[config.mk]
export PLATFORM = sky130hd
export DESIGN_NAME = next_lexicographic_combination
export DESIGN_NICKNAME = d
export VERILOG_FILES = /design/src/hw/rtl/nlc_pkg.sv /design/src/hw/rtl/nlc_ram.sv /design/src/hw/rtl/nlc_ctrl.sv /design/src/hw/rtl/next_lexicographic_combination.sv
export SDC_FILE = /design/constraint.sdc
export NUM_CORES = 1
export LEC_CHECK = 0
export BUFFER_PORTS_ARGS = -buffer_cell sky130_fd_sc_hd__buf_2
export CAP_MARGIN = 20
export CORE_MARGIN = 5
export CORE_UTILIZATION = 66
export CTS_CLUSTER_DIAMETER = 60
export CTS_CLUSTER_SIZE = 28
export DETAILED_ROUTE_END_ITERATION = 6
export PLACE_DENSITY = 0.85
export SLEW_MARGIN = 0
export SYNTH_ARGS = -nofsm -noshare
export SYNTH_HDL_FRONTEND = slang
export SYNTH_SLANG_ARGS = --single-unit
[constraint.sdc]
create_clock -name clk_i -period 8.7 [get_ports clk_i]
set_clock_uncertainty 0.2 [all_clocks]
set_input_delay 0.87 -clock clk_i [delete_from_list [all_inputs] [get_ports clk_i]]
set_output_delay 0.87 -clock clk_i [all_outputs]
set_load 0.01 [all_outputs]
[src/hw/rtl/nlc_pkg.sv]
`timescale 1ns / 1ps
// ----------------------------------------------------------------------------
// nlc_pkg
// Shared types and constants for the next lexicographic combination block.
// ----------------------------------------------------------------------------
package nlc_pkg;

  localparam int unsigned MAX_K_DEF = 16;

  localparam int unsigned ELEM_W  = 8;
  localparam int unsigned POS_W   = 4;
  localparam int unsigned SIZE_W  = 5;
  localparam int unsigned CFG_W   = 8;
  localparam int unsigned CFG_IDX_W = 1;

  localparam logic KIND_LOAD    = 1'b0;
  localparam logic KIND_ADVANCE = 1'b1;

  localparam logic [CFG_IDX_W-1:0] CFG_MAX_VALUE   = 1'b0;
  localparam logic [CFG_IDX_W-1:0] CFG_SUBSET_SIZE = 1'b1;

  typedef struct packed {
    logic              kind;
    logic [POS_W-1:0]  position;
    logic [ELEM_W-1:0] value;
  } in_item_t;

  typedef struct packed {
    logic [POS_W-1:0]  out_position;
    logic [ELEM_W-1:0] out_value;
    logic              found;
    logic              last;
  } out_item_t;

  typedef struct packed {
    logic [ELEM_W-1:0] max_value;
    logic [SIZE_W-1:0] subset_size;
  } cfg_t;

  typedef enum logic [2:0] {
    ST_IDLE,
    ST_SRCH_RD,
    ST_SRCH_CMP,
    ST_FILL,
    ST_EMIT_RD,
    ST_EMIT_LD,
    ST_EXHAUST
  } state_e;

endpackage

[src/hw/rtl/nlc_ram.sv]
`timescale 1ns / 1ps
// ----------------------------------------------------------------------------
// nlc_ram
// Generic single-write, single-read RAM with a registered read port.
// ----------------------------------------------------------------------------
module nlc_ram #(
  parameter int unsigned Width = 8,
  parameter int unsigned Depth = 16,
  localparam int unsigned AddrW = (Depth > 1) ? $clog2(Depth) : 1
) (
  input  logic             clk_i,
  input  logic             we_i,
  input  logic [AddrW-1:0] waddr_i,
  input  logic [Width-1:0] wdata_i,
  input  logic             re_i,
  input  logic [AddrW-1:0] raddr_i,
  output logic [Width-1:0] rdata_o
);

  logic [Width-1:0] mem_q [Depth];
  logic [Width-1:0] rdata_q;

  always_ff @(posedge clk_i) begin
    if (we_i) begin
      mem_q[waddr_i] <= wdata_i;
    end
    if (re_i) begin
      rdata_q <= mem_q[raddr_i];
    end
  end

  assign rdata_o = rdata_q;

endmodule

[src/hw/rtl/nlc_ctrl.sv]
`timescale 1ns / 1ps
// ----------------------------------------------------------------------------
// nlc_ctrl
// Sequencer that searches, refills and streams the combination held in RAM.
// ----------------------------------------------------------------------------
module nlc_ctrl #(
  parameter int unsigned MaxK = nlc_pkg::MAX_K_DEF,
  localparam int unsigned AddrW = (MaxK > 1) ? $clog2(MaxK) : 1
) (
  input  logic               clk_i,
  input  logic               rst_ni,
  input  nlc_pkg::cfg_t      cfg_i,
  input  logic               in_valid_i,
  output logic               in_ready_o,
  input  nlc_pkg::in_item_t  in_data_i,
  output logic               out_valid_o,
  input  logic               out_ready_i,
  output nlc_pkg::out_item_t out_data_o,
  output logic               mem_we_o,
  output logic [AddrW-1:0]   mem_waddr_o,
  output logic [7:0]         mem_wdata_o,
  output logic               mem_re_o,
  output logic [AddrW-1:0]   mem_raddr_o,
  input  logic [7:0]         mem_rdata_i
);
  import nlc_pkg::*;

  localparam int unsigned KW = $clog2(MaxK + 1);

  state_e            state_q, state_d;
  logic [KW-1:0]     idx_q, idx_d;
  logic [7:0]        run_q, run_d;
  logic [MaxK-1:0]   valid_q, valid_d;
  logic              rd_valid_q;
  logic              out_valid_q, out_valid_d;
  out_item_t         out_data_q, out_data_d;

  logic [KW-1:0]     k_eff;
  logic [7:0]        rd_val;
  logic              grow;
  logic              out_free;
  logic              is_last;
  logic [9:0]        lhs;
  logic [9:0]        rhs;

  always_comb begin
    if (int'(cfg_i.subset_size) > MaxK) begin
      k_eff = KW'(MaxK);
    end else begin
      k_eff = KW'(cfg_i.subset_size);
    end
  end

  assign rd_val   = rd_valid_q ? mem_rdata_i : '0;
  assign lhs      = 10'(rd_val) + 10'(k_eff);
  assign rhs      = 10'(cfg_i.max_value) + 10'd1 + 10'(idx_q);
  assign grow     = lhs < rhs;
  assign out_free = !out_valid_q || out_ready_i;
  assign is_last  = idx_q == KW'(k_eff - 1'b1);

  always_comb begin
    state_d = state_q;
    case (state_q)
      ST_IDLE: begin
        if (in_valid_i && in_data_i.kind == KIND_ADVANCE) begin
          state_d = (k_eff == '0) ? ST_EXHAUST : ST_SRCH_RD;
        end
      end
      ST_SRCH_RD:  state_d = ST_SRCH_CMP;
      ST_SRCH_CMP: begin
        if (grow) begin
          state_d = ST_FILL;
        end else if (idx_q == '0) begin
          state_d = ST_EXHAUST;
        end else begin
          state_d = ST_SRCH_RD;
        end
      end
      ST_FILL: begin
        if (idx_q == k_eff) begin
          state_d = ST_EMIT_RD;
        end
      end
      ST_EMIT_RD:  state_d = ST_EMIT_LD;
      ST_EMIT_LD: begin
        if (out_free) begin
          state_d = is_last ? ST_IDLE : ST_EMIT_RD;
        end
      end
      ST_EXHAUST: begin
        if (out_free) begin
          state_d = ST_IDLE;
        end
      end
      default: state_d = ST_IDLE;
    endcase
  end

  always_comb begin
    idx_d       = idx_q;
    run_d       = run_q;
    mem_we_o    = 1'b0;
    mem_waddr_o = idx_q[AddrW-1:0];
    mem_wdata_o = run_q + 8'd1;
    mem_re_o    = 1'b0;
    mem_raddr_o = idx_q[AddrW-1:0];
    out_valid_d = out_valid_q && !out_ready_i;
    out_data_d  = out_data_q;
    in_ready_o  = 1'b0;
    case (state_q)
      ST_IDLE: begin
        in_ready_o = 1'b1;
        if (in_valid_i) begin
          if (in_data_i.kind == KIND_ADVANCE) begin
            idx_d = KW'(k_eff - 1'b1);
          end else if (int'(in_data_i.position) < MaxK) begin
            mem_we_o    = 1'b1;
            mem_waddr_o = AddrW'(in_data_i.position);
            mem_wdata_o = in_data_i.value;
          end
        end
      end
      ST_SRCH_RD: begin
        mem_re_o = 1'b1;
      end
      ST_SRCH_CMP: begin
        if (grow) begin
          mem_we_o    = 1'b1;
          mem_wdata_o = rd_val + 8'd1;
          run_d       = rd_val + 8'd1;
          idx_d       = idx_q + 1'b1;
        end else if (idx_q != '0) begin
          idx_d = idx_q - 1'b1;
        end
      end
      ST_FILL: begin
        if (idx_q == k_eff) begin
          idx_d = '0;
        end else begin
          mem_we_o = 1'b1;
          run_d    = run_q + 8'd1;
          idx_d    = idx_q + 1'b1;
        end
      end
      ST_EMIT_RD: begin
        mem_re_o = 1'b1;
      end
      ST_EMIT_LD: begin
        if (out_free) begin
          out_valid_d             = 1'b1;
          out_data_d.out_position = POS_W'(idx_q);
          out_data_d.out_value    = rd_val;
          out_data_d.found        = 1'b1;
          out_data_d.last         = is_last;
          idx_d                   = idx_q + 1'b1;
        end
      end
      ST_EXHAUST: begin
        if (out_free) begin
          out_valid_d             = 1'b1;
          out_data_d.out_position = '0;
          out_data_d.out_value    = '0;
          out_data_d.found        = 1'b0;
          out_data_d.last         = 1'b1;
        end
      end
      default: begin
      end
    endcase
  end

  always_comb begin
    valid_d = valid_q;
    if (mem_we_o) begin
      valid_d[mem_waddr_o] = 1'b1;
    end
  end

  always_ff @(posedge clk_i or negedge rst_ni) begin
    if (!rst_ni) begin
      state_q     <= ST_IDLE;
      idx_q       <= '0;
      valid_q     <= '0;
      rd_valid_q  <= 1'b0;
      out_valid_q <= 1'b0;
    end else begin
      state_q     <= state_d;
      idx_q       <= idx_d;
      valid_q     <= valid_d;
      out_valid_q <= out_valid_d;
      if (mem_re_o) begin
        rd_valid_q <= valid_q[mem_raddr_o];
      end
    end
  end

  always_ff @(posedge clk_i) begin
    run_q      <= run_d;
    out_data_q <= out_data_d;
  end

  assign out_valid_o = out_valid_q;
  assign out_data_o  = out_data_q;

endmodule

[src/hw/rtl/next_lexicographic_combination.sv]
`timescale 1ns / 1ps
// ----------------------------------------------------------------------------
// next_lexicographic_combination
// Steps a stored k-combination of 1..n to its lexicographic successor.
// ----------------------------------------------------------------------------
// The combination lives in a MaxK-entry RAM with a registered read, and each
// entry reads as zero until it is first written. A load item writes its entry
// directly. An advance item reads entries from the right, one RAM read and one
// compare per position examined, until it finds the pivot p; it then writes
// the k-1-p refilled entries at one per cycle and streams the k elements out,
// each as a RAM read followed by the output register load. An exhausted
// advance gives a single result. Output stalls hold the result stream. The
// next item is taken once the last result sits in the output register.
module next_lexicographic_combination #(
  parameter int unsigned MaxK = nlc_pkg::MAX_K_DEF
) (
  input  logic                             clk_i,
  input  logic                             rst_ni,
  input  logic                             cfg_we_i,
  input  logic [nlc_pkg::CFG_IDX_W-1:0]    cfg_index_i,
  input  logic [nlc_pkg::CFG_W-1:0]        cfg_wdata_i,
  input  logic                             in_valid_i,
  output logic                             in_ready_o,
  input  nlc_pkg::in_item_t                in_data_i,
  output logic                             out_valid_o,
  input  logic                             out_ready_i,
  output nlc_pkg::out_item_t               out_data_o
);
  import nlc_pkg::*;

  localparam int unsigned AddrW = (MaxK > 1) ? $clog2(MaxK) : 1;

  logic [ELEM_W-1:0] max_value_q;
  logic [SIZE_W-1:0] subset_size_q;
  cfg_t              cfg;

  logic              mem_we;
  logic [AddrW-1:0]  mem_waddr;
  logic [7:0]        mem_wdata;
  logic              mem_re;
  logic [AddrW-1:0]  mem_raddr;
  logic [7:0]        mem_rdata;

  always_ff @(posedge clk_i or negedge rst_ni) begin
    if (!rst_ni) begin
      max_value_q   <= ELEM_W'(1);
      subset_size_q <= SIZE_W'(1);
    end else if (cfg_we_i) begin
      case (cfg_index_i)
        CFG_MAX_VALUE:   max_value_q   <= cfg_wdata_i;
        CFG_SUBSET_SIZE: subset_size_q <= cfg_wdata_i[SIZE_W-1:0];
        default: begin
        end
      endcase
    end
  end

  assign cfg.max_value   = max_value_q;
  assign cfg.subset_size = subset_size_q;

  nlc_ctrl #(
    .MaxK(MaxK)
  ) u_ctrl (
    .clk_i       (clk_i),
    .rst_ni      (rst_ni),
    .cfg_i       (cfg),
    .in_valid_i  (in_valid_i),
    .in_ready_o  (in_ready_o),
    .in_data_i   (in_data_i),
    .out_valid_o (out_valid_o),
    .out_ready_i (out_ready_i),
    .out_data_o  (out_data_o),
    .mem_we_o    (mem_we),
    .mem_waddr_o (mem_waddr),
    .mem_wdata_o (mem_wdata),
    .mem_re_o    (mem_re),
    .mem_raddr_o (mem_raddr),
    .mem_rdata_i (mem_rdata)
  );

  nlc_ram #(
    .Width(ELEM_W),
    .Depth(MaxK)
  ) u_ram (
    .clk_i   (clk_i),
    .we_i    (mem_we),
    .waddr_i (mem_waddr),
    .wdata_i (mem_wdata),
    .re_i    (mem_re),
    .raddr_i (mem_raddr),
    .rdata_o (mem_rdata)
  );

endmodule

* Yosys cells after proc, flatten, opt, wreduce, memory -nomap -nowiden
Memories as Yosys holds them, arrays and structs flattened. A register that Yosys moved wholly into a read port is not among the register bits.
Index checks and enable logic that the tools add are counted.
Widths: inputs -> output; s select.
** Storage, ports and cells
- Flip-flop bits (word level) :: 61
- Bits in latches :: 0
- Bits in writable memories :: 128
- Memory bits (read-only) :: 0
- Input bits :: 27
- Output and inout bits :: 16
- Word-level logic and storage cells :: 112
- Memories kept :: 1
** Memories
- u_ram.mem_q :: words 16, bits a word 8, rd ports 1, clocked after Yosys merged registers in 1, wr ports 1, RTL line nlc_ram.sv:20 : logic [Width-1:0] mem_q [Depth];
** Cells by class
- Add/subtract/negate cells :: 8
- Multipliers :: 0
- Divide/modulo/power cells :: 0
- $lt $le $gt $ge :: 5
- Eq/ne operators :: 17
- Shift-type cells :: 0
- Multiplexer cells :: 46
- Bitwise logic cells :: 2
- Reductions and logical operators :: 21
** Operators by type and width (count)
- $mux 8 :: 6
- $mux 5 :: 7
- $pmux 8 s2 :: 2
- $mux 14 :: 2
- $pmux 14 s2 :: 1
- $mux 3 :: 8
- $pmux 3 s7 :: 1
- $pmux 5 s4 :: 1
- $add 8x1->8 const B :: 2
- $or 16x16->16 :: 1
- $mux 1 :: 12
- $mux 4 :: 3
- $add 10x5->10 :: 1
- $eq 5x5->1 :: 2
- $logic_not 5->1 :: 2
- $lt 10x10->1 :: 1
- $lt 4x5->1 const B :: 2
- $ne 2x1->1 const B :: 5
- $sub 5x1->5 const B :: 2
- $add 8x1->9 const B :: 1
- $add 8x5->9 :: 1
- $eq 3x3->1 const B :: 3
- $eq 3x2->1 const B :: 2
- $ne 2x2->1 const B :: 3
- other kinds (21) :: 28

* Logic depth before layout (Yosys ltp)
- Word-level depth :: 8
- Depth in mapped cells :: 19
- Gate-level depth less buffers :: 17

* By module
Synthesis repeated with hierarchy kept, for this count alone.
** Second synthesis, totals
- Cells, all modules :: 690
- Area, all modules :: 9688.0 um^2
** Modules (own cells, without submodules)
- nlc_ram :: times used 1, cells an instance 229, area an instance 5227.5 um^2, sequential area each 4083.9 um^2
- nlc_ctrl :: times used 1, cells an instance 432, area an instance 3957.5 um^2, sequential area each 1311.3 um^2
- next_lexicographic_combination :: times used 1, cells an instance 29, area an instance 503.0 um^2, sequential area each 327.8 um^2

* Least setup slack after synthesis
OpenSTA, ideal clock, no wires.
- Path type :: reg-to-reg
- From :: register u_ctrl.rd_valid_q
- To :: memory u_ram.mem_q[0][2] (data pin)
- Setup time :: 0.330 ns
- Arrival :: 3.998 ns
- Required time :: 8.170 ns
- Path slack :: 4.172 ns
- Cell stages (with the launch flop) :: 19
- Buffers on the path :: 2
- Clock period less this slack :: 4.528 ns
- Cell sequence :: dfrtp_1 > clkbuf_1 > nand2_1 > inv_1 > ha_1 > inv_1 > fa_1 > maj3_1 > o21bai_1 > a21oi_1 > nor2_1 > mux2i_1 > ha_1 > nand3_2 > or3_1 > buf_2 > nand2_1 > a21oi_1 > o21ai_0
** Between the ends
- Word-level cells in the longest chain between the ends :: 5
- Elaborated cells between the ends (all ways) :: 6
- Those cells by class :: add/sub: 2; order compare: 1; mux: 3
** Ends and longest elaborated chain
- from (decl) :: RTL line nlc_ctrl.sv:34 : logic rd_valid_q;
- from (signal assigned) :: RTL line nlc_ctrl.sv:192 : rd_valid_q <= valid_q[mem_raddr_o];
- $mux 8 * :: RTL line nlc_ctrl.sv:54 : assign rd_val = rd_valid_q ? mem_rdata_i : '0;
- net u_ctrl.rd_val[0] :: RTL line nlc_ctrl.sv:39 : logic [7:0] rd_val;
- $add 8x5->9 :: RTL line nlc_ctrl.sv:55 : assign lhs = 10'(rd_val) + 10'(k_eff);
- $lt 10x10->1 :: RTL line nlc_ctrl.sv:57 : assign grow = lhs < rhs;
- $mux 8 * :: RTL line nlc_ctrl.sv:127 : if (grow) begin
- $pmux 8 s2 * :: RTL line nlc_ctrl.sv:110 : case (state_q)
- net mem_wdata[2] :: RTL line next_lexicographic_combination.sv:39 : logic [7:0] mem_wdata;
- to (decl) :: RTL line nlc_ram.sv:20
Mark *: on every way through the listed nets, which the timed path passes. The rest lies on a longest branch.

* Worst setup path in the final report
- From :: register u_ctrl.rd_valid_q
- To :: memory u_ram.mem_q[11][4] (enable)
** Between the ends
- Word-level cells in the longest chain between the ends :: 7
** Ends and longest elaborated chain
- $mux 8 :: RTL line nlc_ctrl.sv:54
- net u_ctrl.rd_val[0] :: RTL line nlc_ctrl.sv:39
- $add 8x5->9 :: RTL line nlc_ctrl.sv:55
- $lt 10x10->1 :: RTL line nlc_ctrl.sv:57
- $mux 1 :: RTL line nlc_ctrl.sv:127
- $pmux 1 s3 :: RTL line nlc_ctrl.sv:110
- $mux 1 :: RTL line nlc_ram.sv:24 : if (we_i) begin
- $mux 1 (not written as such) :: RTL line nlc_ram.sv:25 : mem_q[waddr_i] <= wdata_i;
The timed path passes the listed nets, and every way through them passes these cells.

==> run summary <==
The total count of max-transition violations in the final report came out at 0. The tools report the number of warning messages in the yosys log as 0. The proportion of total power due to net switching is 41.8%. After floorplanning, the core was divided into 44 placement rows. The net count of the finished layout is 776. The core region is 0.0144 sq mm. The tools report the final count of negative-setup-slack endpoints as 0. The biggest fanout along the worst timing path is 32. Number of global-route vias before repair: 6173.

In the synthesized netlist the async set-or-reset flop fraction comes to 19.8%. The flip-flop and latch count after synthesis was 197. For the number of nets still failing antenna checks after routing, the log shows 0. The final cell area excluding filler cells came out at 0.0106 sq mm.

After clock tree synthesis, the flow added hold-fix buffers numbering 0. The tools report the multi-input combinational cell area as 0.00370 sq mm. The horizontal die dimension is 131 um. The run gives 16800 um as the detailed placement HPWL. Once the clock tree was built, the setup fixing pass inserted 0 buffers. Static power due to leakage: 0.00379 uW.

Library cell with the largest summed area after synthesis: edfxtp_1. The launch instance of the worst register-to-register path is u_ctrl.rd_valid_q. Derived from the worst setup path, the maximum achievable clock frequency is 0.170 GHz. After detailed routing, the number of remaining DRC violations is 0. Setup repair after global routing left no endpoint under its margin.

The number of detailed-routing iterations run before antenna repair came out at 6. Setup total negative slack on the finished layout was measured at 0 ns. The worst setup path is of the flip-flop to flip-flop kind. Walking the worst path, the cells encountered are nand2_1 > inv_1 > ha_1 > inv_1 > fa_1 > maj3_1 > o21bai_1 > a21oi_1 > nor2_1 > mux2i_1 > ha_1 > nand3_2 > o31ai_2 > o21ai_0 > a21oi_4 > nor2_1. For the worst setup path, the data arrival time is 5.78 ns. Across all register-to-register paths, the minimum setup slack is 2.82 ns.

Summed over all layers, the global routing overflow is 0. For this run, the total global-route usage over all layers was measured as 30.3%. The height of the die works out to 131 um. The tools report the net switching power as 1820 uW.

The number of clock buffers inserted by TritonCTS came out at 17. Yosys mapped a number of flops with a built-in enable equal to 158. The internal portion of the total power is 2540 uW.

The congestion estimate from routability-driven global placement came to 0.989. TritonCTS built the clock tree. The data required time at the worst endpoint was 8.60 ns; the share of the clock period used by the worst path after layout was 67.6%. The synthesized netlist net count is 742, and the max-cap check violation count is 0.

The global-route wire length before repair is 37000 um, and the post-layout minimum cycle time is 5.88 ns. For the total length of routed wires, the log shows 24600 um. The floorplan step defined a die boundary enclosing 0.0171 sq mm. The logs give 0 for the number of diodes added for antenna fixing and 0 for the count of instances resized after the clock tree is built.

Routed wire length per instance: 26.8 um. In this run, the number of DRC markers left after iteration 0 of detailed routing was 1023. For this run, the leading register cell type out of synthesis is edfxtp_1.

From synthesis to final layout, the design area changed by 9.77%. The post-route netlist has 21.5% of its cells at a drive strength greater than 1. The worst setup path is captured at a flip-flop.

In this run, the clock network consumes 17.6% of the power. The slew at the pin with the worst max-slew slack works out to 1.02 ns. In this run the count of I/O pins placed on the die edge is 43.

CTS placed an instance of clkbuf_16 at the clock tree root. By area the synthesized netlist is led by edfxtp_1 (49%), mux4_2 (11%), dfrtp_1 (9.6%). The worst slew margin relative to its limit was 32.1%. The vias per cell came out at 6.95. The tools report the combinational share of power as 44.5%. STA classifies the critical path startpoint as a flip-flop. After filler insertion, the fill cell instance count of the layout stands at 895.

The share of Yosys cell area claimed by the top area cell type came out at 49.3%. The tools report the launching element of the worst setup path as u_ctrl.rd_valid_q. The total power divided by cell area was 413 mW/mm^2; the initial antenna violation count was 0.

The highest-delay cell along the critical path is a21oi_4. The effective utilization at floorplan was 66.7%. The run gives 0 as the count of endpoints failing hold in the final timing report. The synthesized netlist occupies a cell area of 0.00963 sq mm.

The H-tree was split into 4 levels. The instance area at placement is 0.00998 sq mm. Hold path startpoint: u_ctrl.valid_q[10]. After clock tree synthesis, the clock-pin slew on the worst setup and hold paths is 0.07 ns. The detailed router placed 6389 vias in this run. In this design, the stage delay of the slowest critical-path cell is 0.82 ns. The final cell utilization of the core came out at 73.3%.

The flow ran to the end, and the final reports show no timing, DRC or antenna violations. Entering global routing, the biggest net connects 49 pins. The logs give 0.00573 sq mm for the sequential cell area and 38.0% for the share of power burned in registers.

Synthesis produced 688 cells. In this run, distinct cell masters in the synthesized netlist total 66. After synthesis, flip-flops and latches occupy 59.4% of the total area. On the final layout, the worst hold slack is 0.268 ns.

Final cell count without fillers: 919. During placement, the flow inserted port buffers numbering 42. Path class of the lowest-slack min-delay path: flip-flop to flip-flop. The longest clock path from root to sink contains 2 buffers. The insertion delay of the later-clocked pin in the worst-skew pair is 0.45 ns, and the mean area per synthesized cell is 14.0 sq um. The instance count after placement with tap cells included is 885, and the maximum vdd ir drop is 0.194 mV. Clock net sink count: 197.
[metrics by stage]
stage	power, uW	setup slack (ns)
2_1_floorplan	2910	4.17
3_3_place_gp	3450	3.30
3_5_place_dp	3530	3.02
4_1_cts	4310	2.96
5_1_grt	4550	2.45
6_report	4360	2.82
[cell usage in the layout, fill, tap and decap left out, drive strengths merged, types with 21 or more instances in the layout]
cell type,instances
xnor2,23
dfrtp,37
mux4,45
edfxtp,158
buf,47
nor2,51
nand2,59
nand3,21
inv,30
ha,25
a21oi,21
[path summary, 6_finish.rpt]
check                                      to  cells past startpoint
hold / removal             u_ctrl.valid_q[10]                      1
setup / recovery           u_ram.mem_q[11][4]                     16
min in group asynchronous      max_value_q[5]                      1
hold reg to reg            u_ctrl.valid_q[10]                      1
setup reg to reg           u_ram.mem_q[11][4]                     16
max in group asynchronous     u_ctrl.idx_q[1]                      1
[cell families after synthesis]
logic type      Yosys count  share of synthesized area, %
buf+inv                  55                          2.60
fa+ha+maj                30                          3.99
flops                   197                          59.4
simple gates            184                          8.94
mux                      65                          12.8
compound gates          115                          8.40
xor+xnor                 42                          3.82
[cells in the mapped netlist (all sizes together), types with 2 or more instances]
master	n
fa	2
o22a	2
nor2b	8
nand2b	6
o31ai	9
mux2	15
mux4	45
and2	5
nand3	21
edfxtp	158
xnor2	23
a21o	3
o21bai	19
o22ai	2
mux2i	5
a211oi	5
a21boi	4
and3	9
nand3b	6
o211ai	3
or3	3
maj3	3
a31oi	6
a32oi	3
buf	22
a21oi	21
clkbuf	10
inv	23
dfrtp	37
ha	25
nand2	59
o221ai	7
nor3	10
o21ai	19
dfstp	2
nor2	51
xor2	19
nand4	3
[state kept, by name (all words and copies together) (netlist names)]
name	count
u_ctrl.out_data_o	14
u_ctrl.state_q	3
u_ctrl.run_q	8
u_ctrl.rd_valid_q	1
u_ram.rdata_o	8
u_ctrl.valid_q	16
subset_size_q	5
u_ctrl.out_valid_o	1
max_value_q	8
u_ram.mem_q	128
u_ctrl.idx_q	5
[area by class of cell]
class | instances | area share, %
tap | 184 | 2.18
inverter | 23 | 0.817
sequential | 197 | 54.2
timing repair buffer | 47 | 2.42
clock inverter | 14 | 1.29
clock buffer | 18 | 4.06
multi-input combinational | 436 | 35.1
[per-layer routing]
metal	wire length [um]	up-vias	global-route usage [%]	part of all wire, %
li1	-	2696	-	-
met1	9510	3122	43.0	39
met2	11500	495	46.4	47
met3	2730	76	7.80	11
met4	875	0	10.7	3.6
met5	0	-	0	0
[worst max-delay path, delay by kind of cell, from the launching register on]
kind                     cells  cell delay (ns)
AO/OA/AOI/OAI                5             1.95
adder cells (fa/ha/maj)      4             1.30
AND/OR/NAND/NOR              4             0.94
flip-flops                   1             0.73
buffers and inverters        2             0.31
multiplexers                 1             0.11
[power groups by stage]
stage | logic, uW | clock network, uW | registers [uW]
6_report | 1940 | 766 | 1660
5_1_grt | 2070 | 804 | 1670
4_1_cts | 1890 | 765 | 1650
3_5_place_dp | 1870 | 0 | 1660
3_3_place_gp | 1810 | 0 | 1640
2_1_floorplan | 1350 | 0 | 1560
Power figures use the tool's default switching activity.
